<file path="src/sv/dws_pkg.sv">
`timescale 1ns / 1ps
// ----------------------------------------------------------------------------
// dws_pkg
// Types and constants shared by the delimited word splitter modules.
// ----------------------------------------------------------------------------
package dws_pkg;

  localparam int CHAR_W  = 8;
  localparam int INDEX_W = 4;
  localparam int CFG_IDX_W = 3;

  typedef struct packed {
    logic [CHAR_W-1:0] in_char;
    logic              end_of_string;
  } dws_in_t;

  typedef struct packed {
    logic [CHAR_W-1:0]  out_char;
    logic               has_char;
    logic [INDEX_W-1:0] word_index;
    logic               word_last;
    logic               list_end;
  } dws_out_t;

  // readout job handed from the input side to the readout side
  typedef struct packed {
    logic               start;
    logic [INDEX_W-1:0] idx;
    logic               list_end;
  } dws_job_t;

  localparam logic [CFG_IDX_W-1:0] CFG_STOP_A     = 3'd0;
  localparam logic [CFG_IDX_W-1:0] CFG_STOP_B     = 3'd1;
  localparam logic [CFG_IDX_W-1:0] CFG_STOP_C     = 3'd2;
  localparam logic [CFG_IDX_W-1:0] CFG_STOP_D     = 3'd3;
  localparam logic [CFG_IDX_W-1:0] CFG_WORD_LIMIT = 3'd4;

  localparam logic [CHAR_W-1:0]  STOP_A_RST     = 8'd32;
  localparam logic [CHAR_W-1:0]  STOP_B_RST     = 8'd44;
  localparam logic [CHAR_W-1:0]  STOP_C_RST     = 8'd46;
  localparam logic [CHAR_W-1:0]  STOP_D_RST     = 8'd10;
  localparam logic [INDEX_W-1:0] WORD_LIMIT_RST = 4'd10;

  localparam logic [CHAR_W-1:0] CHAR_UPPER_A = 8'h41;
  localparam logic [CHAR_W-1:0] CHAR_UPPER_Z = 8'h5A;
  localparam logic [CHAR_W-1:0] CASE_OFFSET  = 8'h20;

endpackage

</file>
<file path="src/sv/dws_ram.sv">
`timescale 1ns / 1ps
// ----------------------------------------------------------------------------
// dws_ram
// Generic single-write, single-read RAM with registered read data.
// ----------------------------------------------------------------------------
module dws_ram #(
  parameter int WIDTH = 8,
  parameter int DEPTH = 64
) (
  input  logic                     clk,
  input  logic                     we,
  input  logic [$clog2(DEPTH)-1:0] waddr,
  input  logic [WIDTH-1:0]         wdata,
  input  logic                     re,
  input  logic [$clog2(DEPTH)-1:0] raddr,
  output logic [WIDTH-1:0]         rdata
);

  logic [WIDTH-1:0] mem [DEPTH];
  logic [WIDTH-1:0] rdata_r;

  always_ff @(posedge clk) begin
    if (we) begin
      mem[waddr] <= wdata;
    end
    if (re) begin
      rdata_r <= mem[raddr];
    end
  end

  assign rdata = rdata_r;

endmodule

</file>
<file path="src/sv/dws_ctrl.sv">
`timescale 1ns / 1ps
// ----------------------------------------------------------------------------
// dws_ctrl
// Configuration registers and per-character word state; writes characters
// into the word store and starts readout jobs.
// ----------------------------------------------------------------------------
module dws_ctrl #(
  parameter int MAX_WORD_LEN = 64
) (
  input  logic                                  clk,
  input  logic                                  rst_n,
  input  logic                                  in_fire,
  input  dws_pkg::dws_in_t                      in_data,
  input  logic                                  cfg_fire,
  input  logic [dws_pkg::CFG_IDX_W-1:0]         cfg_index,
  input  logic [dws_pkg::CHAR_W-1:0]            cfg_data,
  output logic                                  wr_en,
  output logic [$clog2(MAX_WORD_LEN)-1:0]       wr_addr,
  output logic [dws_pkg::CHAR_W-1:0]            wr_data,
  output dws_pkg::dws_job_t                     job,
  output logic [$clog2(MAX_WORD_LEN+1)-1:0]     job_len
);
  import dws_pkg::*;

  localparam int AW = $clog2(MAX_WORD_LEN);
  localparam int LW = $clog2(MAX_WORD_LEN + 1);

  logic [CHAR_W-1:0]  stop_a_r, stop_b_r, stop_c_r, stop_d_r;
  logic [INDEX_W-1:0] limit_r;
  logic [LW-1:0]      len_r, len_nxt;
  logic [INDEX_W-1:0] count_r, count_nxt;
  logic               limited_r, limited_nxt;

  logic [CHAR_W-1:0]  c;
  logic [CHAR_W-1:0]  lc;
  logic               is_stop;
  logic               store;
  logic [LW-1:0]      len_a;
  logic               stop_flush;
  logic               eos_flush;
  logic               flush;
  logic               marker;
  logic [INDEX_W-1:0] count_p1;
  logic               lim_hit;
  logic               eos;

  always_comb begin
    c        = in_data.in_char;
    eos      = in_data.end_of_string;
    is_stop  = (c == stop_a_r) || (c == stop_b_r) || (c == stop_c_r) || (c == stop_d_r);
    lc       = (c >= CHAR_UPPER_A && c <= CHAR_UPPER_Z) ? c + CASE_OFFSET : c;
    store    = !limited_r && !is_stop && (len_r != LW'(MAX_WORD_LEN));
    len_a    = store ? len_r + LW'(1) : len_r;
    count_p1 = count_r + INDEX_W'(1);
    lim_hit  = count_p1 >= limit_r;
    stop_flush = !limited_r && is_stop && (len_r != '0);
    eos_flush  = eos && !limited_r && !stop_flush && (len_a != '0);
    flush      = stop_flush || eos_flush;
    marker     = eos && !flush && !limited_r;

    wr_en   = in_fire && store;
    wr_addr = len_r[AW-1:0];
    wr_data = lc;

    job.start    = in_fire && (flush || marker);
    job.idx      = count_r;
    job.list_end = eos || lim_hit;
    job_len      = marker ? '0 : len_a;

    len_nxt     = len_r;
    count_nxt   = count_r;
    limited_nxt = limited_r;
    if (in_fire) begin
      if (eos) begin
        len_nxt     = '0;
        count_nxt   = '0;
        limited_nxt = 1'b0;
      end else if (flush) begin
        len_nxt     = '0;
        count_nxt   = count_p1;
        limited_nxt = lim_hit;
      end else begin
        len_nxt = len_a;
      end
    end
  end

  always_ff @(posedge clk) begin
    if (!rst_n) begin
      stop_a_r  <= STOP_A_RST;
      stop_b_r  <= STOP_B_RST;
      stop_c_r  <= STOP_C_RST;
      stop_d_r  <= STOP_D_RST;
      limit_r   <= WORD_LIMIT_RST;
      len_r     <= '0;
      count_r   <= '0;
      limited_r <= 1'b0;
    end else begin
      len_r     <= len_nxt;
      count_r   <= count_nxt;
      limited_r <= limited_nxt;
      if (cfg_fire) begin
        case (cfg_index)
          CFG_STOP_A:     stop_a_r <= cfg_data;
          CFG_STOP_B:     stop_b_r <= cfg_data;
          CFG_STOP_C:     stop_c_r <= cfg_data;
          CFG_STOP_D:     stop_d_r <= cfg_data;
          CFG_WORD_LIMIT: limit_r  <= cfg_data[INDEX_W-1:0];
          default: ;
        endcase
      end
    end
  end

endmodule

</file>
<file path="src/sv/dws_rdout.sv">
`timescale 1ns / 1ps
// ----------------------------------------------------------------------------
// dws_rdout
// Reads a finished word out of the word store one character per cycle while
// out_ready holds, drives the result register and sends the empty end marker.
// ----------------------------------------------------------------------------
module dws_rdout #(
  parameter int MAX_WORD_LEN = 64
) (
  input  logic                              clk,
  input  logic                              rst_n,
  input  dws_pkg::dws_job_t                 job,
  input  logic [$clog2(MAX_WORD_LEN+1)-1:0] job_len,
  output logic                              busy,
  output logic                              rd_en,
  output logic [$clog2(MAX_WORD_LEN)-1:0]   rd_addr,
  input  logic [dws_pkg::CHAR_W-1:0]        rd_data,
  output logic                              out_valid,
  input  logic                              out_ready,
  output dws_pkg::dws_out_t                 out_data
);
  import dws_pkg::*;

  localparam int AW = $clog2(MAX_WORD_LEN);
  localparam int LW = $clog2(MAX_WORD_LEN + 1);

  logic [LW-1:0]      rem_r, rem_nxt;
  logic [AW-1:0]      ptr_r, ptr_nxt;
  logic [INDEX_W-1:0] idx_r, idx_nxt;
  logic               lend_r, lend_nxt;
  logic               qv_r, qv_nxt;
  logic               qlast_r, qlast_nxt;
  logic               marker_r, marker_nxt;
  logic               ov_r, ov_nxt;
  dws_out_t           out_r, out_nxt;

  logic mv;
  logic take_q;
  logic take_marker;
  logic issue;

  always_comb begin
    mv          = !ov_r || out_ready;
    take_q      = qv_r && mv;
    take_marker = marker_r && mv;
    issue       = (rem_r != '0) && (!qv_r || take_q);

    rem_nxt    = rem_r;
    ptr_nxt    = ptr_r;
    idx_nxt    = idx_r;
    lend_nxt   = lend_r;
    qv_nxt     = qv_r;
    qlast_nxt  = qlast_r;
    marker_nxt = marker_r;
    ov_nxt     = ov_r;
    out_nxt    = out_r;

    if (job.start) begin
      idx_nxt  = job.idx;
      lend_nxt = job.list_end;
      ptr_nxt  = '0;
      if (job_len == '0) begin
        marker_nxt = 1'b1;
      end else begin
        rem_nxt = job_len;
      end
    end

    if (issue) begin
      rem_nxt   = rem_r - LW'(1);
      ptr_nxt   = ptr_r + AW'(1);
      qv_nxt    = 1'b1;
      qlast_nxt = (rem_r == LW'(1));
    end else if (take_q) begin
      qv_nxt = 1'b0;
    end

    if (take_q) begin
      ov_nxt             = 1'b1;
      out_nxt.out_char   = rd_data;
      out_nxt.has_char   = 1'b1;
      out_nxt.word_index = idx_r;
      out_nxt.word_last  = qlast_r;
      out_nxt.list_end   = qlast_r && lend_r;
    end else if (take_marker) begin
      ov_nxt     = 1'b1;
      marker_nxt = 1'b0;
      out_nxt    = '{out_char: '0, has_char: 1'b0, word_index: '0,
                     word_last: 1'b0, list_end: 1'b1};
    end else if (out_ready) begin
      ov_nxt = 1'b0;
    end
  end

  always_ff @(posedge clk) begin
    if (!rst_n) begin
      rem_r    <= '0;
      qv_r     <= 1'b0;
      marker_r <= 1'b0;
      ov_r     <= 1'b0;
    end else begin
      rem_r    <= rem_nxt;
      qv_r     <= qv_nxt;
      marker_r <= marker_nxt;
      ov_r     <= ov_nxt;
    end
    ptr_r   <= ptr_nxt;
    idx_r   <= idx_nxt;
    lend_r  <= lend_nxt;
    qlast_r <= qlast_nxt;
    out_r   <= out_nxt;
  end

  assign busy      = (rem_r != '0) || qv_r || marker_r;
  assign rd_en     = issue;
  assign rd_addr   = ptr_r;
  assign out_valid = ov_r;
  assign out_data  = out_r;

endmodule

</file>
<file path="src/sv/delimited_word_splitter.sv">
`timescale 1ns / 1ps
// ----------------------------------------------------------------------------
// delimited_word_splitter
// Splits a character stream into lowercased words at four stop characters.
//
//   channel  direction  handshake              payload
//   in_      in         in_valid / in_ready    dws_in_t  (char, end of string)
//   out_     out        out_valid / out_ready  dws_out_t (word character)
//   cfg_     in         cfg_valid / cfg_ready  cfg_index, cfg_data
//
// a non-stop character is stored unless the limit is hit or the word is full
// a word of n characters is read out at one per cycle, while out_ready holds,
// through the store's read port; new requests wait while it drains
// end of string with nothing to send and no limit hit gives one marker result
// reset needs no clearing pass: only written store entries are ever read
// output stalls back up through the read pipeline into in_ready
// ----------------------------------------------------------------------------
module delimited_word_splitter #(
  parameter int MAX_WORD_LEN = 64
) (
  input  logic                          clk,
  input  logic                          rst_n,
  input  logic                          in_valid,
  output logic                          in_ready,
  input  dws_pkg::dws_in_t              in_data,
  output logic                          out_valid,
  input  logic                          out_ready,
  output dws_pkg::dws_out_t             out_data,
  input  logic                          cfg_valid,
  output logic                          cfg_ready,
  input  logic [dws_pkg::CFG_IDX_W-1:0] cfg_index,
  input  logic [dws_pkg::CHAR_W-1:0]    cfg_data
);
  import dws_pkg::*;

  localparam int AW = $clog2(MAX_WORD_LEN);
  localparam int LW = $clog2(MAX_WORD_LEN + 1);

  logic              busy;
  logic              in_fire;
  logic              cfg_fire;
  logic              wr_en;
  logic [AW-1:0]     wr_addr;
  logic [CHAR_W-1:0] wr_data;
  logic              rd_en;
  logic [AW-1:0]     rd_addr;
  logic [CHAR_W-1:0] rd_data;
  dws_job_t          job;
  logic [LW-1:0]     job_len;

  assign in_ready  = !busy;
  assign in_fire   = in_valid && in_ready;
  assign cfg_ready = 1'b1;
  assign cfg_fire  = cfg_valid;

  dws_ctrl #(
    .MAX_WORD_LEN (MAX_WORD_LEN)
  ) u_ctrl (
    .clk       (clk),
    .rst_n     (rst_n),
    .in_fire   (in_fire),
    .in_data   (in_data),
    .cfg_fire  (cfg_fire),
    .cfg_index (cfg_index),
    .cfg_data  (cfg_data),
    .wr_en     (wr_en),
    .wr_addr   (wr_addr),
    .wr_data   (wr_data),
    .job       (job),
    .job_len   (job_len)
  );

  dws_ram #(
    .WIDTH (CHAR_W),
    .DEPTH (MAX_WORD_LEN)
  ) u_word_store (
    .clk   (clk),
    .we    (wr_en),
    .waddr (wr_addr),
    .wdata (wr_data),
    .re    (rd_en),
    .raddr (rd_addr),
    .rdata (rd_data)
  );

  dws_rdout #(
    .MAX_WORD_LEN (MAX_WORD_LEN)
  ) u_rdout (
    .clk       (clk),
    .rst_n     (rst_n),
    .job       (job),
    .job_len   (job_len),
    .busy      (busy),
    .rd_en     (rd_en),
    .rd_addr   (rd_addr),
    .rd_data   (rd_data),
    .out_valid (out_valid),
    .out_ready (out_ready),
    .out_data  (out_data)
  );

endmodule

</file>
<file path="config.mk">
export PLATFORM = sky130hd
export DESIGN_NAME = delimited_word_splitter
export DESIGN_NICKNAME = d
export VERILOG_FILES = /design/src/sv/dws_pkg.sv /design/src/sv/dws_ram.sv /design/src/sv/dws_ctrl.sv /design/src/sv/dws_rdout.sv /design/src/sv/delimited_word_splitter.sv
export SDC_FILE = /design/constraint.sdc
export NUM_CORES = 1
export LEC_CHECK = 0
export BUFFER_PORTS_ARGS = -buffer_cell sky130_fd_sc_hd__buf_2
export CORE_MARGIN = 2
export CORE_UTILIZATION = 62
export CTS_CLUSTER_DIAMETER = 100
export DETAILED_ROUTE_END_ITERATION = 10
export PLACE_DENSITY = 0.89
export SLEW_MARGIN = 10
export SYNTH_ARGS = -nofsm -noshare
export SYNTH_HDL_FRONTEND = slang
export SYNTH_SLANG_ARGS = --single-unit
</file>
<file path="constraint.sdc">
create_clock -name clk -period 3.9 [get_ports clk]
set_clock_uncertainty 0.05 [all_clocks]
set_input_delay 0.195 -clock clk [delete_from_list [all_inputs] [get_ports clk]]
set_output_delay 0.195 -clock clk [all_outputs]
set_load 0.1 [all_outputs]
</file>
== Yosys cells after proc, flatten, opt, wreduce, memory -nomap -nowiden ==
Memory sizes are Yosys's and may differ from the RTL's. A register that Yosys moved wholly into a read port is not among the register bits.
Cells that the tools add are included.
Cells by class
  $add $sub $neg: 5
  magnitude comparators: 3
  eq/ne operators: 11
  multiplexer cells: 27
  reduce and logical (&&, ||, !) cells: 51
Operator list (count)
  $mux 7: 7
  $eq 8x8->1: 4
  $mux 15: 2
  $reduce_bool 7->1: 3
  $logic_and 1x1->1: 17
  $reduce_and 2->1: 7
  $mux 1: 13
  $mux 6: 2
  $logic_or 1x1->1: 10
  $add 8x6->8 const B: 1
  $ge 8x7->1 const B: 1
  $le 8x7->1 const B: 1
  $mux 4: 2
  $mux 8: 1
  $reduce_bool 2->1: 4
  $add 7x1->7 const B: 1
  $eq 7x1->1 const B: 1
  $logic_not 1->1: 7
  $logic_not 7->1: 1
  $ne 7x7->1 const B: 1
  $sub 7x1->7 const B: 1
  $add 6x1->6 const B: 1
  $eq 3x2->1 const B: 2
  $add 4x1->4 const B: 1
  6 further kinds: 6
Storage, ports and cells
  bits in registers: 85
  bits in writable memories: 512
  input bits: 25
  output and inout port bits: 18
  word-level logic and storage cells: 119
  memories: 1
Memory list
  u_word_store.mem: words 64, width 8, rd ports 1, clocked after Yosys merged registers in 1, wr ports 1, RTL line dws_ram.sv:19  | logic [WIDTH-1:0] mem [DEPTH];

== Longest topological paths before layout ==
  depth after elaboration: 20
  mapped depth: 10
  depth with buffers taken out: 9

== Hierarchy ==
From an unflattened synthesis, not the netlist that was laid out.
Second synthesis, totals
  cells, all modules: 1429
  area total of the unflattened synthesis: 24741.2 µm²
By module, submodules not included
  dws_ram: times used 1, cells an instance 940, area an instance 20246.9 µm², sequential area each 15615.0 µm²
  dws_ctrl: times used 1, cells an instance 348, area an instance 2829.0 µm², sequential area each 960.9 µm²
  dws_rdout: times used 1, cells an instance 137, area an instance 1644.1 µm², sequential area each 1001.0 µm²
  delimited_word_splitter: times used 1, cells an instance 4, area an instance 21.3 µm², sequential area each 0.0 µm²

== Least setup slack after synthesis ==
No wires, ideal clock.
  kind: register to register
  start point: register u_rdout.rem_r[2]
  end point: memory u_word_store.mem[31][0] (enable)
  setup time: 0.370 ns
  data arrival time: 2.470 ns
  required time: 3.480 ns
  slack: 1.009 ns
  cell stages (with the launch flop): 8
  path buffers: 0
  clock period less this slack: 2.891 ns
  cells stage by stage: dfxtp_1 -> or4_4 -> nor3_4 -> nand3_2 -> nor4_4 -> and2b_2 -> nand3_4 -> nor2_1
Between the ends
  longest elaborated chain between the ends: 8
Ends and longest elaborated chain
  start, declared: RTL line dws_rdout.sv:27  | logic [LW-1:0] rem_r, rem_nxt;
  start signal, assigned: RTL line dws_rdout.sv:102  | rem_r <= rem_nxt;
  $reduce_bool 7->1: RTL line dws_rdout.sv:114  | assign busy = (rem_r != '0) || qv_r || marker_r;
  $logic_or 1x1->1 (2 in a row): RTL line dws_rdout.sv:114
  $logic_not 1->1: RTL line delimited_word_splitter.sv:51  | assign in_ready = !busy;
  $logic_and 1x1->1: RTL line delimited_word_splitter.sv:52  | assign in_fire = in_valid && in_ready;
  $logic_and 1x1->1: RTL line dws_ctrl.sv:61  | wr_en = in_fire && store;
  $mux 1: RTL line dws_ram.sv:23  | if (we) begin
  $mux 1 (not written as such): RTL line dws_ram.sv:24  | mem[waddr] <= wdata;
  end, declared: RTL line dws_ram.sv:19
Every way passes these cells.

== Worst setup path after layout ==
  start point: register u_rdout.rem_r[2]
  end point: memory u_word_store.mem[14][1] (enable)
Same word-level chain as after synthesis.

==> qor.yml <==
critical_path:
  worstSetupEndpointType: "register"
  max_stage_delay_ns: 0.72
  cp.required_ns: 4.10
  cp_slowest_cell: "nor2_1"
  start_kind: "register"
  crit_arrival_ns: 3.75
  crit_path_cell_trace: "or4_4 -> nor3_4 -> nand3_2 -> nor4_4 -> and2b_2 -> nand2_2 -> nor2_1"
  r2r_slack_ns: 0.35
  worst-setup-path-type: "register to register"
  worstPathMaxFanout: 8
synthesis:
  seq_area_frac_synth_pct: 72.28
  avgSynthCellArea_sq_um: 18.82
  synth_warnings: 0
  synth_area_sq_um: 24320
  syn_nets: 1328
  synthFlopType: "edfxtp_1"
  syn_inst: 1292
  synth-seq-cells: 605
  synth_cell_type_count: 58
  synth-edff-count: 546
  synthArstFlopShare_pct: 0
timing:
  setup_ws_ns: 0.3456
  finalSetupViolations: 0
  finalHoldViolCount: 0
  rsz0062_at_grt: "false"
  relSlewSlack_pct: 26.38
  tightest_slew_ns: 1.100
  setup_tns_ns: 0
  drv_slew: 0
  fmax_mhz: 281.3
  period_minus_slack_ns: 3.554
  fin_crit_sh_pct: 91.14
global_route:
  antenna_found_initial: 1
  grt_pass1_wl_mm: 91.89
  grt_max_degree: 67
  first_global_vias: 13496
  track_usage_pct: 31.44
  grt-ovfl-total: 0
die:
  io_pins: 43
  coreArea_sq_um: 38650
  die_h_um: 202.0
  fp-row-count: 72
  die_area_sq_um: 40820
  die_w_um: 202.0
  start_util_pct: 62.92
clock_network:
  cts_made_buffers: 57
  cts.repair.resized: 0
  clkLatencyLatePin_ns: 0.64
  cts_hold_buf: 13
  cts_tree: "built"
  clock_path_buffers: 3
  htree_levels: 2
  cts.sinks: 605
  cts_setup_buffers: 0
  clk_pin_slew_ns: 0.07
  root_buffer: "clkbuf_16"
layout:
  multiInputGateArea_sq_um: 6361
  regArea_sq_um: 17580
  design_area_sq_um: 27530
  fin_nets: 1437
  layout-drive-gt1-share_pct: 26.48
  areaGrowthSynthToFinish_pct: 13.20
  n_fill_cell: 2068
  fin_cells: 1969
place:
  placed_cell_area_sq_um: 25440
  place_inst: 1847
  hpwl_mm: 34.75
  portBuffers: 41
  routabilityCongestion: 0.8351
  dp_slack_ns: 0.5577
status:
  status: "complete, no violations"
pwr:
  vdd_drop_max_v: 0.0007503
  power.density_nw_per_um2: 668.8
  p_int_mw: 12.84
  p_leak_nw: 8.873
  p_comb_share_pct: 27.1
  p_seq_share_pct: 41.2
  switching_power_mw: 5.570
  clkPwrFrac_pct: 31.6
  netSwitchingFraction_pct: 30.25
drt:
  wl_per_cell_um: 31.50
  ant_nets: 0
  drtIter0Drc: 2263
  drc: 0
  avgViaCountPerCell: 6.870
  drtPass1Iterations: 6
  finalWirelength_mm: 62.02
  dr_total_vias: 13527
job:
  drv_cap: 0
hold_path:
  hold_class: "input port to register"
-- per-stage QoR --
step                hold WS [ns]  utilization [%]  power [mW]
floorplan                 0.2439                -       11.11
global placement          0.3832            65.84       12.33
detailed placement        0.4146            65.84       12.48
CTS                      0.02787            71.22       18.37
global route             0.07773            71.22       18.81
finish                   0.04770            71.23       18.41
-- layout by cell type, fill, tap and decap left out, types with 13 or more instances in the layout --
master / Yosys / layout
a21boi_0: 25 / 25
and2_1: 18 / 18
buf_2: 14 / 41
buf_4: 9 / 64
clkbuf_16: 0 / 57
clkinv_1: 0 / 17
dfxtp_1: 59 / 59
dlygate4sd3_1: 0 / 13
edfxtp_1: 546 / 546
inv_1: 14 / 14
mux4_2: 168 / 168
nand2_1: 90 / 90
nand3_1: 24 / 24
nor2_1: 90 / 90
xnor2_1: 43 / 43
-- critical path, delay by kind of cell, from the launching register on --
kind             cells  cell delay (ns)
AND/OR/NAND/NOR      7             2.74
flip-flops           1             0.37
-- cell usage after synthesis (all sizes together), types with 3 or more instances --
cell type	n	area share [%]
ha	11	0.57
o21ai	5	0.10
dfxtp	59	4.9
buf	36	0.77
xnor2	43	1.5
nor3	6	0.17
a21boi	25	0.77
or3	5	0.13
o211ai	4	0.12
mux2i	7	0.29
clkbuf	38	0.59
nor4	8	0.27
and3	7	0.18
o31ai	4	0.12
nand4	11	0.28
nor2b	11	0.28
a21oi	7	0.14
nand2	96	1.5
nand3	27	0.65
edfxtp	546	67
nor2	90	1.4
xor2	9	0.32
inv	14	0.22
nand2b	5	0.13
mux4	168	16
a21o	4	0.12
and2	19	0.50
o22ai	3	0.13
-- final cells by class --
type                       count  share of cell area, %
inverter                      14                 0.1909
clock inverter                45                  1.823
multi-input combinational    599                  23.11
timing repair buffer         124                  3.400
sequential                   605                  63.85
tap                          518                  2.354
antenna                        1               0.009090
clock buffer                  63                  5.263
-- worst paths after layout --
path,from,cells past startpoint,endpoint
hold / removal,cfg_index[1],5,u_ctrl.stop_c_r[5]$_SDFFE_PN1P_
setup reg to reg,u_rdout.rem_r[2]$_SDFFE_PN0P_,7,u_word_store.mem[14][1]$_DFFE_PP_
hold reg to reg,u_rdout.out_data[6]$_SDFFE_PP1P_,1,u_rdout.out_data[6]$_SDFFE_PP1P_
setup / recovery,u_rdout.rem_r[2]$_SDFFE_PN0P_,7,u_word_store.mem[14][1]$_DFFE_PP_
-- logic make-up (layout without fill, tap and decap cells) --
group | Yosys count | in the layout | synth area share, %
adders and majority gates | 11 | 11 | 0.5660
DFF | 605 | 605 | 72.28
xor gates and xnor gates | 52 | 52 | 1.873
and+or+nand+nor | 299 | 299 | 6.000
buffers and inverters | 88 | 246 | 1.569
AOI/OAI and AO/OA | 61 | 61 | 1.847
other | 1 | 2 | 0.01542
muxes | 175 | 175 | 15.85
-- power groups by stage --
stage	clock (mW)	combinational, mW	sequential (mW)
final	5.83	5.00	7.59
after global routing	6.07	5.15	7.60
after CTS	5.86	4.93	7.57
after detailed placement	0	4.78	7.70
after global placement	0	4.65	7.69
after floorplan	0	3.16	7.95
-- state kept, by name, summed over array words and instances, names as in the netlist --
signal,flops
u_word_store.mem,512
u_rdout.out_data,15
u_ctrl.stop_a_r,8
u_ctrl.stop_b_r,8
u_ctrl.stop_c_r,8
u_ctrl.stop_d_r,8
u_word_store.rdata,8
u_ctrl.len_r,7
u_rdout.rem_r,7
u_rdout.rd_addr,6
u_ctrl.count_r,4
u_ctrl.limit_r,4
u_rdout.idx_r,4
u_ctrl.limited_r,1
u_rdout.lend_r,1
u_rdout.marker_r,1
u_rdout.out_valid,1
u_rdout.qlast_r,1
u_rdout.qv_r,1
-- per-layer routing --
metal	up-vias	wire length, um	GRT usage [%]
li1	5349	-	-
met1	6822	21160	42.28
met2	1148	30760	51.58
met3	208	7333	6.224
met4	0	2769	12.39
met5	-	0	0
No activity file was read; power rests on OpenSTA's default activity.
